File: src/design/sha_pkg.sv
// ----------------------------------------------------------------------------
// sha_pkg
// Types, constants and round table shared by the SHA-256 engine.
// ----------------------------------------------------------------------------
package sha_pkg;

    typedef logic [31:0]       t_word;
    typedef logic [0:7][31:0]  t_vars;
    typedef logic [0:15][31:0] t_sched;

    typedef enum logic [2:0] {
        S_IDLE,
        S_PAD,
        S_LOAD,
        S_ROUND,
        S_UPDATE,
        S_EMIT
    } t_state;

    // control for one pass through the round unit
    typedef struct packed {
        logic  mem_word;   // message word comes from the block buffer
        t_word k;          // round constant
    } t_rnd_ctl;

    localparam int BUF_WORDS = 16;
    localparam int BUF_AW    = 4;

    localparam logic       ACT_ABSORB  = 1'b0;
    localparam logic       ACT_FINISH  = 1'b1;

    localparam logic [7:0]  PAD_MARK    = 8'h80;
    localparam logic [5:0]  LEN_POS     = 6'd56;
    localparam logic [5:0]  FILL_LAST   = 6'd63;
    localparam logic [63:0] BLOCK_BITS  = 64'd512;
    localparam logic [3:0]  LEN_HI_WORD = 4'd14;
    localparam logic [3:0]  LEN_LO_WORD = 4'd15;
    localparam logic [5:0]  RND_LAST    = 6'd63;
    localparam logic [2:0]  WORD_LAST   = 3'd7;

    localparam t_vars IV = '{
        32'h6a09e667, 32'hbb67ae85, 32'h3c6ef372, 32'ha54ff53a,
        32'h510e527f, 32'h9b05688c, 32'h1f83d9ab, 32'h5be0cd19
    };

    localparam t_word K_TAB [64] = '{
        32'h428a2f98, 32'h71374491, 32'hb5c0fbcf, 32'he9b5dba5,
        32'h3956c25b, 32'h59f111f1, 32'h923f82a4, 32'hab1c5ed5,
        32'hd807aa98, 32'h12835b01, 32'h243185be, 32'h550c7dc3,
        32'h72be5d74, 32'h80deb1fe, 32'h9bdc06a7, 32'hc19bf174,
        32'he49b69c1, 32'hefbe4786, 32'h0fc19dc6, 32'h240ca1cc,
        32'h2de92c6f, 32'h4a7484aa, 32'h5cb0a9dc, 32'h76f988da,
        32'h983e5152, 32'ha831c66d, 32'hb00327c8, 32'hbf597fc7,
        32'hc6e00bf3, 32'hd5a79147, 32'h06ca6351, 32'h14292967,
        32'h27b70a85, 32'h2e1b2138, 32'h4d2c6dfc, 32'h53380d13,
        32'h650a7354, 32'h766a0abb, 32'h81c2c92e, 32'h92722c85,
        32'ha2bfe8a1, 32'ha81a664b, 32'hc24b8b70, 32'hc76c51a3,
        32'hd192e819, 32'hd6990624, 32'hf40e3585, 32'h106aa070,
        32'h19a4c116, 32'h1e376c08, 32'h2748774c, 32'h34b0bcb5,
        32'h391c0cb3, 32'h4ed8aa4a, 32'h5b9cca4f, 32'h682e6ff3,
        32'h748f82ee, 32'h78a5636f, 32'h84c87814, 32'h8cc70208,
        32'h90befffa, 32'ha4506ceb, 32'hbef9a3f7, 32'hc67178f2
    };

endpackage

File: src/design/sha_in_if.sv
// ----------------------------------------------------------------------------
// sha_in_if
// Input channel: one item absorbs a message byte or finishes the message.
// ----------------------------------------------------------------------------
interface sha_in_if;
    logic       valid;
    logic       ready;
    logic       action;
    logic [7:0] data_byte;

    modport source (output valid, output action, output data_byte, input ready);
    modport sink   (input valid, input action, input data_byte, output ready);
endinterface

File: src/design/sha_out_if.sv
// ----------------------------------------------------------------------------
// sha_out_if
// Output channel: one item carries one digest word.
// ----------------------------------------------------------------------------
interface sha_out_if;
    logic        valid;
    logic        ready;
    logic [2:0]  word_index;
    logic [31:0] digest_word;
    logic        last_word;

    modport source (output valid, output word_index, output digest_word,
                    output last_word, input ready);
    modport sink   (input valid, input word_index, input digest_word,
                    input last_word, output ready);
endinterface

File: src/design/sha_ram.sv
// ----------------------------------------------------------------------------
// sha_ram
// Generic single-write, single-read RAM with registered read data.
// ----------------------------------------------------------------------------
module sha_ram #(
    parameter int WIDTH = 32,
    parameter int DEPTH = 16
) (
    input  logic                     i_clk,
    input  logic                     i_we,
    input  logic [$clog2(DEPTH)-1:0] i_waddr,
    input  logic [WIDTH-1:0]         i_wdata,
    input  logic [$clog2(DEPTH)-1:0] i_raddr,
    output logic [WIDTH-1:0]         o_rdata
);

    logic [WIDTH-1:0] r_mem [DEPTH];

    always_ff @(posedge i_clk) begin
        if (i_we) begin
            r_mem[i_waddr] <= i_wdata;
        end
        o_rdata <= r_mem[i_raddr];
    end

endmodule

File: src/design/sha_round.sv
// ----------------------------------------------------------------------------
// sha_round
// One SHA-256 round: message schedule word and working variable update.
// ----------------------------------------------------------------------------
module sha_round import sha_pkg::*; (
    input  t_vars    i_vars,
    input  t_sched   i_sched,
    input  t_word    i_mem_word,
    input  t_rnd_ctl i_ctl,
    output t_vars    o_vars,
    output t_word    o_w
);

    function automatic t_word bsig0(t_word x);
        return {x[1:0], x[31:2]} ^ {x[12:0], x[31:13]} ^ {x[21:0], x[31:22]};
    endfunction

    function automatic t_word bsig1(t_word x);
        return {x[5:0], x[31:6]} ^ {x[10:0], x[31:11]} ^ {x[24:0], x[31:25]};
    endfunction

    function automatic t_word ssig0(t_word x);
        return {x[6:0], x[31:7]} ^ {x[17:0], x[31:18]} ^ (x >> 3);
    endfunction

    function automatic t_word ssig1(t_word x);
        return {x[16:0], x[31:17]} ^ {x[18:0], x[31:19]} ^ (x >> 10);
    endfunction

    t_word w_sched;
    t_word t1;
    t_word t2;
    t_word ch;
    t_word maj;

    // window slot 15 holds w[r-1], slot 0 holds w[r-16]
    assign w_sched = ssig1(i_sched[14]) + i_sched[9] + ssig0(i_sched[1]) + i_sched[0];
    assign o_w     = i_ctl.mem_word ? i_mem_word : w_sched;

    assign ch  = (i_vars[4] & i_vars[5]) ^ (~i_vars[4] & i_vars[6]);
    assign maj = (i_vars[0] & i_vars[1]) ^ (i_vars[0] & i_vars[2]) ^ (i_vars[1] & i_vars[2]);
    assign t1  = i_vars[7] + bsig1(i_vars[4]) + ch + i_ctl.k + o_w;
    assign t2  = bsig0(i_vars[0]) + maj;

    assign o_vars = '{t1 + t2, i_vars[0], i_vars[1], i_vars[2],
                      i_vars[3] + t1, i_vars[4], i_vars[5], i_vars[6]};

endmodule

File: src/design/sha256_hash.sv
// ----------------------------------------------------------------------------
// sha256_hash
// Byte-serial SHA-256 engine with a 16-word block buffer and one round unit.
// ----------------------------------------------------------------------------
//  channel  dir  handshake      payload
//  i_in     in   valid/ready    action, data_byte
//  o_out    out  valid/ready    word_index, digest_word, last_word
//
//  Absorb: one byte per cycle while idle; the 64th byte starts a busy phase
//  (load, 64 rounds on the shared round unit, chain update). Finish: pad
//  words fill/4 to 15 and a busy phase; a fill of 56 or more adds a pad
//  block, busy again. Then eight output items, one per cycle while ready.
//  Reset (synchronous) restores the initial hash and clears counts; the
//  buffer RAM is not cleared. i_in.ready is low while busy or emitting.
// ----------------------------------------------------------------------------
module sha256_hash import sha_pkg::*; (
    input  logic           i_clk,
    input  logic           i_rst_n,
    sha_in_if.sink         i_in,
    sha_out_if.source      o_out
);

    t_state      r_state;
    t_state      n_state;
    logic [5:0]  r_fill;
    logic [63:0] r_bits;
    logic [63:0] r_total;
    logic [23:0] r_acc;
    t_vars       r_chain;
    t_vars       r_vars;
    t_sched      r_sched;
    logic [5:0]  r_rnd;
    logic [3:0]  r_pad_idx;
    logic        r_part;
    logic        r_len_ok;
    logic        r_more;
    logic        r_final;
    logic [2:0]  r_out_idx;

    logic        in_acc;
    logic        out_acc;
    t_word       part_word;
    t_word       pad_word;

    logic              ram_we;
    logic [BUF_AW-1:0] ram_waddr;
    t_word             ram_wdata;
    logic [BUF_AW-1:0] ram_raddr;
    t_word             ram_rdata;

    t_rnd_ctl    rnd_ctl;
    t_vars       rnd_vars;
    t_word       rnd_w;

    assign in_acc  = i_in.valid && i_in.ready;
    assign out_acc = o_out.valid && o_out.ready;

    // word holding the end of the message and the pad mark
    always_comb begin
        case (r_fill[1:0])
            2'd0:    part_word = {PAD_MARK, 24'h0};
            2'd1:    part_word = {r_acc[7:0], PAD_MARK, 16'h0};
            2'd2:    part_word = {r_acc[15:0], PAD_MARK, 8'h0};
            default: part_word = {r_acc[23:0], PAD_MARK};
        endcase
    end

    always_comb begin
        if (r_part) begin
            pad_word = part_word;
        end else if (r_len_ok && r_pad_idx == LEN_HI_WORD) begin
            pad_word = r_total[63:32];
        end else if (r_len_ok && r_pad_idx == LEN_LO_WORD) begin
            pad_word = r_total[31:0];
        end else begin
            pad_word = '0;
        end
    end

    always_comb begin
        ram_we    = 1'b0;
        ram_waddr = r_fill[5:2];
        ram_wdata = {r_acc, i_in.data_byte};
        ram_raddr = '0;
        if (r_state == S_PAD) begin
            ram_we    = 1'b1;
            ram_waddr = r_pad_idx;
            ram_wdata = pad_word;
        end else if (r_state == S_IDLE) begin
            ram_we = in_acc && (i_in.action == ACT_ABSORB) && (r_fill[1:0] == 2'd3);
        end else if (r_state == S_ROUND) begin
            // registered read: fetch the word for the next round
            ram_raddr = r_rnd[3:0] + 4'd1;
        end
    end

    sha_ram #(
        .WIDTH (32),
        .DEPTH (BUF_WORDS)
    ) u_buf (
        .i_clk   (i_clk),
        .i_we    (ram_we),
        .i_waddr (ram_waddr),
        .i_wdata (ram_wdata),
        .i_raddr (ram_raddr),
        .o_rdata (ram_rdata)
    );

    assign rnd_ctl.mem_word = (r_rnd[5:4] == 2'd0);
    assign rnd_ctl.k        = K_TAB[r_rnd];

    sha_round u_round (
        .i_vars     (r_vars),
        .i_sched    (r_sched),
        .i_mem_word (ram_rdata),
        .i_ctl      (rnd_ctl),
        .o_vars     (rnd_vars),
        .o_w        (rnd_w)
    );

    // next state
    always_comb begin
        n_state = r_state;
        unique case (r_state)
            S_IDLE: begin
                if (in_acc) begin
                    if (i_in.action == ACT_FINISH) begin
                        n_state = S_PAD;
                    end else if (r_fill == FILL_LAST) begin
                        n_state = S_LOAD;
                    end
                end
            end
            S_PAD: begin
                if (r_pad_idx == LEN_LO_WORD) begin
                    n_state = S_LOAD;
                end
            end
            S_LOAD: begin
                n_state = S_ROUND;
            end
            S_ROUND: begin
                if (r_rnd == RND_LAST) begin
                    n_state = S_UPDATE;
                end
            end
            S_UPDATE: begin
                if (!r_final) begin
                    n_state = S_IDLE;
                end else if (r_more) begin
                    n_state = S_PAD;
                end else begin
                    n_state = S_EMIT;
                end
            end
            S_EMIT: begin
                if (out_acc && r_out_idx == WORD_LAST) begin
                    n_state = S_IDLE;
                end
            end
            default: n_state = S_IDLE;
        endcase
    end

    // handshake and payload outputs
    always_comb begin
        i_in.ready        = (r_state == S_IDLE);
        o_out.valid       = (r_state == S_EMIT);
        o_out.word_index  = r_out_idx;
        o_out.digest_word = r_chain[r_out_idx];
        o_out.last_word   = (r_out_idx == WORD_LAST);
    end

    always_ff @(posedge i_clk) begin
        if (!i_rst_n) begin
            r_state   <= S_IDLE;
            r_fill    <= '0;
            r_bits    <= '0;
            r_chain   <= IV;
            r_out_idx <= '0;
            r_final   <= 1'b0;
            r_more    <= 1'b0;
        end else begin
            r_state <= n_state;
            unique case (r_state)
                S_IDLE: begin
                    if (in_acc) begin
                        if (i_in.action == ACT_ABSORB) begin
                            r_acc   <= {r_acc[15:0], i_in.data_byte};
                            r_fill  <= r_fill + 6'd1;
                            r_final <= 1'b0;
                        end else begin
                            r_final   <= 1'b1;
                            r_total   <= r_bits + {55'd0, r_fill, 3'd0};
                            r_pad_idx <= r_fill[5:2];
                            r_part    <= 1'b1;
                            r_len_ok  <= (r_fill < LEN_POS);
                            r_more    <= (r_fill >= LEN_POS);
                        end
                    end
                end
                S_PAD: begin
                    r_part    <= 1'b0;
                    r_pad_idx <= r_pad_idx + 4'd1;
                end
                S_LOAD: begin
                    r_vars <= r_chain;
                    r_rnd  <= '0;
                end
                S_ROUND: begin
                    r_vars  <= rnd_vars;
                    r_sched <= {r_sched[1:15], rnd_w};
                    r_rnd   <= r_rnd + 6'd1;
                end
                S_UPDATE: begin
                    for (int i = 0; i < 8; i++) begin
                        r_chain[i] <= r_chain[i] + r_vars[i];
                    end
                    if (!r_final) begin
                        r_bits <= r_bits + BLOCK_BITS;
                    end else if (r_more) begin
                        // second padding block: zeros then the length
                        r_more    <= 1'b0;
                        r_len_ok  <= 1'b1;
                        r_pad_idx <= '0;
                        r_part    <= 1'b0;
                    end
                end
                S_EMIT: begin
                    if (out_acc) begin
                        r_out_idx <= r_out_idx + 3'd1;
                        if (r_out_idx == WORD_LAST) begin
                            r_chain <= IV;
                            r_fill  <= '0;
                            r_bits  <= '0;
                        end
                    end
                end
                default: ;
            endcase
        end
    end

`ifndef SYNTHESIS
    a_no_overlap: assert property (@(posedge i_clk) disable iff (!i_rst_n)
        !(i_in.ready && o_out.valid))
        else $error("input ready while digest is being emitted");

    a_no_write_in_rounds: assert property (@(posedge i_clk) disable iff (!i_rst_n)
        (r_state == S_ROUND) |-> !ram_we)
        else $error("block buffer written during compression");

    a_full_block_compresses: assert property (@(posedge i_clk) disable iff (!i_rst_n)
        (in_acc && i_in.action == ACT_ABSORB && r_fill == FILL_LAST) |=>
        (r_state == S_LOAD && r_fill == 6'd0))
        else $error("full block did not start a compression");

    a_restart_after_digest: assert property (@(posedge i_clk) disable iff (!i_rst_n)
        (out_acc && o_out.last_word) |=>
        (r_fill == 6'd0 && r_bits == 64'd0 && r_chain == IV && r_state == S_IDLE))
        else $error("engine not re-initialized after the last digest word");
`endif

endmodule

File: src/flat_wrapper.sv
// flat-port wrapper written by rule: the top's interface ports become plain ports
module sha256_hash_flat import sha_pkg::*;
  (i_clk, i_rst_n, i_in_valid, i_in_action, i_in_data_byte, i_in_ready, o_out_valid, o_out_word_index, o_out_digest_word, o_out_last_word, o_out_ready);
  sha_in_if i_in_i ();
  sha_out_if o_out_i ();
  input  logic i_clk;
  input  logic i_rst_n;
  input wire logic [$bits(i_in_i.valid)-1:0] i_in_valid;
  input wire logic [$bits(i_in_i.action)-1:0] i_in_action;
  input wire logic [$bits(i_in_i.data_byte)-1:0] i_in_data_byte;
  output wire logic [$bits(i_in_i.ready)-1:0] i_in_ready;
  output wire logic [$bits(o_out_i.valid)-1:0] o_out_valid;
  output wire logic [$bits(o_out_i.word_index)-1:0] o_out_word_index;
  output wire logic [$bits(o_out_i.digest_word)-1:0] o_out_digest_word;
  output wire logic [$bits(o_out_i.last_word)-1:0] o_out_last_word;
  input wire logic [$bits(o_out_i.ready)-1:0] o_out_ready;
  assign i_in_i.valid = i_in_valid;
  assign i_in_i.action = i_in_action;
  assign i_in_i.data_byte = i_in_data_byte;
  assign i_in_ready = i_in_i.ready;
  assign o_out_valid = o_out_i.valid;
  assign o_out_word_index = o_out_i.word_index;
  assign o_out_digest_word = o_out_i.digest_word;
  assign o_out_last_word = o_out_i.last_word;
  assign o_out_i.ready = o_out_ready;
  sha256_hash u_core (.i_clk(i_clk), .i_rst_n(i_rst_n), .i_in(i_in_i), .o_out(o_out_i));
endmodule
File: config.mk
export PLATFORM = sky130hd
export DESIGN_NAME = sha256_hash_flat
export DESIGN_NICKNAME = d
export VERILOG_FILES = /design/src/design/sha_pkg.sv /design/src/design/sha_in_if.sv /design/src/design/sha_out_if.sv /design/src/design/sha_ram.sv /design/src/design/sha_round.sv /design/src/design/sha256_hash.sv /design/src/flat_wrapper.sv
export SDC_FILE = /design/constraint.sdc
export NUM_CORES = 2
export LEC_CHECK = 0
export BUFFER_PORTS_ARGS = -buffer_cell sky130_fd_sc_hd__buf_2
export CAP_MARGIN = 20
export CORE_MARGIN = 2
export CORE_UTILIZATION = 54
export DETAILED_ROUTE_END_ITERATION = 10
export PLACE_DENSITY = 0.77
export RECOVER_POWER = 25
export SLEW_MARGIN = 20
export SYNTH_ARGS = -nofsm -noshare
export SYNTH_HDL_FRONTEND = slang
export SYNTH_SLANG_ARGS = --single-unit
File: constraint.sdc
create_clock -name i_clk -period 33.9 [get_ports i_clk]
set_input_delay 6.78 -clock i_clk [delete_from_list [all_inputs] [get_ports i_clk]]
set_output_delay 6.78 -clock i_clk [all_outputs]
set_load 0.005 [all_outputs]
# == After elaboration in Yosys (flattened, before gate mapping) ==
# Memory sizes are Yosys's and may differ from the RTL's. A register that Yosys moved wholly into a read port is not among the register bits.
# Index checks and enable logic that the tools add are counted.
# word_totals
regBits,1202
latch_bits,0
ram_bits,512
romBits,2048
inputBits,13
out_inout_bits,38
wordCells,210
mem_count,2
# classes
add_sub_neg,25
mul,0
div_mod_pow,0
n_lt_le_gt_ge,4
n_eq_ne,25
n_shift,0
n_mux,62
n_bitwise,20
reduce_logical,28
# memory_table
name,words,width,read_ports,rd_clocked_by_memory_dff,wr,line,text
(name not given),64,32,1,0,0,sha256_hash.sv:110,assign rnd_ctl.k = K_TAB[r_rnd];
u_core.u_buf.r_mem,16,32,1,1,1,sha_ram.sv:17,logic [WIDTH-1:0] r_mem [DEPTH];
# ops
op,count
$pmux W256 S2,2
$add A32 B32 Y32,18
$mux W256,2
$mux W32,9
$xor A32 B32 Y32,9
$mux W64,3
$and A32 B32 Y32,5
$pmux W64 S2,1
$bmux W32 S3,1
$pmux W32 S3,1
$add A64 B10 Y64 const B,1
$add A64 B9 Y64,1
$mux W4,8
$not A32 Y32,1
$xor A32 B22 Y32,1
$xor A32 B29 Y32,1
$mux W3,8
$mux W6,4
$pmux W6 S2,2
$ne A2 B2 Y1 const B,9
$pmux W3 S6,1
$mux W1,16
$reduce_and A4 Y1,4
$add A6 B1 Y6 const B,2
30 further kinds,54

# == Logic depth before layout (Yosys ltp) ==
# logic_depth
ltp_word,9
ltp_mapped,48
depth_no_buf,48

# == Modules after synthesis ==
# A second synthesis with hierarchy kept.
# hier_totals
hier_cells,7645
hier_area_um2,93548.5
# modules_own_cells
module,n_inst,cells_per_inst,area_per_inst_um2,seq_area_each_um2
sha256_hash,1,4928,58277.1,32481.2
sha_ram,1,838,19835.3,16015.4
sha_round,1,1879,15436.1,0.0

# == Worst setup path after synthesis ==
# OpenSTA, ideal clock, no wires.
# synth_timing
path_kind,input-to-reg
startpoint,input port i_rst_n
endpoint,register u_core.r_sched[0] (netlist bit) (enable)
setup_time_ps,947
arrival_time_ps,18807
required_ps,32953
path_slack_ps,14147
cell_stages,2
n_path_buf,1
path_cell_list,clkbuf_1 > and3_1
# synth_between
elab_chain_len,1
# synth_lines
item,line,text
start: declaration,flat_wrapper.sv:7,input logic i_rst_n;
$reduce_and A2 Y1 (no source line),--,
end signal: assignment,sha256_hash.sv:212,"r_sched <= {r_sched[1:15], rnd_w};"
end: declaration,sha256_hash.sv:31,t_sched r_sched;
# Every way passes these cells.
# A chain may end at the register's enable or synchronous reset.

# == Final worst setup path ==
# layout_timing
startpoint,register u_core.r_sched[467] (netlist bit)
endpoint,"register u_core.r_vars[255] (netlist bit), data pin"
# layout_between
elab_chain_len,8
# layout_lines
item,line,text
$xor A32 B32 Y32,sha_round.sv:23,"return {x[6:0], x[31:7]} ^ {x[17:0], x[31:18]} ^ (x >> 3);"
$xor A32 B29 Y32 *,sha_round.sv:23,
$add A32 B32 Y32 * (2 in series),sha_round.sv:37,assign w_sched = ssig1(i_sched[14]) + i_sched[9] + ssig0(i_sched[1]) + i_sched[0];
$mux W32 *,sha_round.sv:38,assign o_w = i_ctl.mem_word ? i_mem_word : w_sched;
$add A32 B32 Y32 *,sha_round.sv:42,assign t1 = i_vars[7] + bsig1(i_vars[4]) + ch + i_ctl.k + o_w;
$add A32 B32 Y32 *,sha_round.sv:45,"assign o_vars = '{t1 + t2, i_vars[0], i_vars[1], i_vars[2],"
$pmux W256 S2 *,sha256_hash.sv:185,unique case (r_state)
end signal: assignment,sha256_hash.sv:207,r_vars <= r_chain;
end signal: assignment,sha256_hash.sv:211,r_vars <= rnd_vars;
end: declaration,sha256_hash.sv:30,t_vars r_vars;
# Every way passes the cells marked *; elsewhere a longest branch is shown, timed or not.

==> metrics.md <==
| Metric | Value |
|---|---|
| Result of the run | `finished, violations left` |
| Violated checks | `max-capacitance violations, max-slew violations` |
| Post-route minimum period | `about 12 ns` |
| Maximum clock frequency | `0.08661 GHz` |
| Kind of launch point of the worst setup path | `register` |
| HPWL after detailed placement | `a little under 200000 um` |
| Via density | `6.365` |
| Final Max Slew Viols | `265` |
| Top_reg_cell synth | `sky130_fd_sc_hd__edfxtp_1` |
| Syn nets | `8822` |
| DR iter-0 viols | `slightly below 9000` |
| Proportion of synthesized flip-flops having asynchronous set or reset | `0` |
| Data required time of the worst path | `34.49 ns` |
| Detailed-router iteration count before antenna repair | `8` |
| Aggregate routed wire length | `278100 um` |
| Reg-to-reg startpoint | `u_core.r_sched[467]` |
| Share of synthesized area occupied by flip-flops and latches | `0.5239` |
| # port buffers | `50` |
| Via count of the routed design | `about 66000` |
| Syn Inst Count | `8196` |
| Cell Rows | `151` |
| Critical path arrival | `12.14 ns` |
| Mean area per synthesized cell | `11.29 um^2` |
| Root buf cell | `sky130_fd_sc_hd__clkbuf_16` |
| Total standard cell area after synthesis | `slightly above 90000 um^2` |
| Final count of hold timing violations | `0` |
| Clk pin slew, worst setup/hold paths | `0.06 ns` |
| Most frequent standard cell in the layout excluding fill and tap cells | `sky130_fd_sc_hd__edfxtp_1` |
| Area added between synthesis and finish | `9.206%` |
| Crit Reg-Reg Endpoint | `u_core.r_vars[255]` |
| Cell depth of the worst setup path | `43` |
| Initial cell density of the core | `0.5450` |
| Antenna-violating nets left | `0` |
| Slack of the critical path | `22.35 ns` |
| CP startpoint | `u_core.r_sched[467]` |
| Core area | `169800 um^2` |
| Total number of yosys warnings | `0` |
| Number of sinks on the clock net | `between 1500 and 2000` |
| Xor/xnor cell area share of the yosys netlist | `0.05917` |
| Post-CTS Hold Fix Bufs | `0` |
| Footprint of the multi-input gates | `40740 um^2` |
| Worst Skew | `around 0.077 ns` |
| Worst slack after detailed placement | `roughly 23 ns` |
| Floorplan die area | `174800 um^2` |
| Worst slew margin | `-1.710` |
| Hold path startpoint | `u_core.r_sched[385]` |
| Register-to-register setup slack | `22.35 ns` |
| Commonest cells after routing, fill and taps aside | `sky130_fd_sc_hd__edfxtp_1 (1377), sky130_fd_sc_hd__nand2_1 (1078), sky130_fd_sc_hd__inv_1 (489)` |
| Die Ht | `between 400 and 500 um` |
| # nets final | `8696` |
| Number of distinct standard cells referenced by the synthesized netlist | `91` |
| CP bufs+invs | `5` |
| Area share of and/or/nand/nor cells after synthesis | `0.09479` |
| Number of cells on the worst reg-to-reg path | `43` |
| Final setup violation count | `0` |
| Average wire per cell in the routed design | `26.63 um` |
| Area occupied by registers | `around 49000 um^2` |
| Clk buf depth | `3` |
| CTS tree | `done` |
| Number of synthesized flops with an enable pin | `roughly 1400` |
| Number of buffers created by CTS | `180` |
| Number of top-level pins | `51` |
| Layout cell share with drive strength beyond 1 | `0.09136` |
| Deepest level of the CTS H-tree | `4` |
| Mux cell area share after synthesis | `0.04912` |
| Number of antenna violations at the first check in global routing | `9` |
| Number of flip-flops and latches in the synthesized netlist | `~1700` |
| Arithmetic-cell share of the synthesized area counting full adders, half adders and majority gates | `0.09915` |
| Main combinational cell family by area after synthesis | `compound AO/OA/AOI/OAI gates` |
| Number of global-route vias before repair | `approximately 63000` |
| Aggregate negative setup slack | `0 ns` |
| Fraction of the mapped netlist area in compound gates | `0.1350` |
| Final clock period utilization by the worst path | `0.3406` |
| Routability Congestion | `a little over 1` |
| First-pass GRT wire length | `410100 um` |
| Total DRC errors in the routed layout | `0` |
| Max FO, Critical Path | `4` |
| Setup crit end kind | `register` |
| End-of-flow core utilization | `0.5952` |
| Total grt overflow | `0` |
| CP delay by family, top | `adder cells` |
| Buffers inserted during post-CTS setup optimization | `0` |
| GRT Resource Usage Total | `0.3141` |
| Worst hold-check path type | `register to register` |
| Worst-margin pin slew | `between 4 and 5 ns` |
| Number of filler cells placed in the layout | `13370` |
| Maximum number of pins on one net before global-route repair | `177` |
| Stage delay of the slowest cell on the critical path | `0.67 ns` |
| Latest clock arrival within the worst-skew pair | `0.88 ns` |
| Quantity of gates resized following cts | `0` |
| Die width | `418.0 um` |
| Class of the most critical setup path | `register to register` |
| RSZ-0062 raised after global routing | `no` |
| Max stage delay cell, worst path | `sky130_fd_sc_hd__a2111oi_0` |
| Capture point of the worst path | `u_core.r_vars[255]` |
| Most frequent CP cell | `sky130_fd_sc_hd__fa_1` |
| Max-cap check violation count | `8` |
[stage by stage]
step	std cells	hold slack (ns)	cell area, um^2
3_3_place_gp	10100	0.4003	94950
3_5_place_dp	10100	0.4045	94960
6_report	10440	0.3713	101100
5_1_grt	10440	0.3914	101100
2_1_floorplan	8196	0.4003	92570
4_1_cts	10430	0.3772	101100
[sequential cells by signal, summed over array words and instances, names as in the netlist, 3 cells and up]
| register | cells |
|---|---|
| u_core.u_buf.o_rdata | 32 |
| u_core.r_chain | 256 |
| u_core.r_acc | 24 |
| u_core.r_pad_idx | 4 |
| u_core.r_vars | 256 |
| u_core.r_total | 61 |
| u_core.o_out.word_index | 3 |
| u_core.r_sched | 512 |
| u_core.r_rnd | 6 |
| u_core.r_state | 3 |
| u_core.u_buf.r_mem | 512 |
| u_core.r_fill | 6 |
| u_core.r_bits | 55 |
[worst min path at each step]
stage	endpoint	slack, ns	cells past startpoint
2_1_floorplan	u_core.r_sched[100]	0.40	0
3_3_place_gp	u_core.r_sched[180]	0.40	0
3_5_place_dp	u_core.r_sched[119]	0.40	0
4_1_cts	u_core.r_sched[417]	0.38	0
5_1_grt	u_core.r_sched[39]	0.39	0
6_report	u_core.r_sched[417]	0.37	0
[cell type report]
class | instances | share of cell area
Sequential cell | 1734 | 0.4798
Multi-Input combinational cell | 5504 | 0.4030
Clock buffer | 238 | 0.04912
Tap cell | 2218 | 0.02745
Inverter | 492 | 0.01829
Clock inverter | 94 | 0.01126
Timing Repair Buffer | 158 | 0.01094
Antenna cell | 5 | 0.0001238
[cell usage after synthesis, drive strengths merged, types with 67 or more instances]
cell | count | area (um^2)
edfxtp | 1377 | 41350
nand2 | 1081 | 4058
inv | 491 | 1843
o21ai | 431 | 2161
ha | 416 | 5205
nor2 | 410 | 1541
a21oi | 405 | 2034
clkbuf | 400 | 1501
xnor2 | 388 | 3406
dfxtp | 357 | 7147
xor2 | 234 | 2049
fa | 197 | 3944
a21o | 185 | 1389
mux2 | 168 | 1892
o211ai | 128 | 965.9
a31oi | 117 | 732.0
nand3 | 115 | 575.6
mux2i | 110 | 1101
a22oi | 106 | 795.8
a221oi | 83 | 744.5
nor3 | 76 | 380.4
mux4 | 69 | 1554
nand2b | 67 | 419.2
[cells by family after synthesis]
logic type               after synthesis
adder cells (fa/ha/maj)              616
AND/OR/NAND/NOR                     2022
AO/OA/AOI/OAI                       1896
multiplexers                         347
XOR/XNOR                             623
flip-flops                          1734
buffers and inverters                958
[metal layers]
layer  up-vias  global-route usage  part of all wire
li1      29420                   -                 -
met1     32850              0.4591              0.42
met2      3643              0.4635              0.44
met3       558             0.06076              0.10
met4         2              0.1201             0.040
met5         -                   0          0.000047
Power is left out: the tool's default activity adds up to more than one toggle a clock period on the data nets, which glitch-free logic cannot reach.
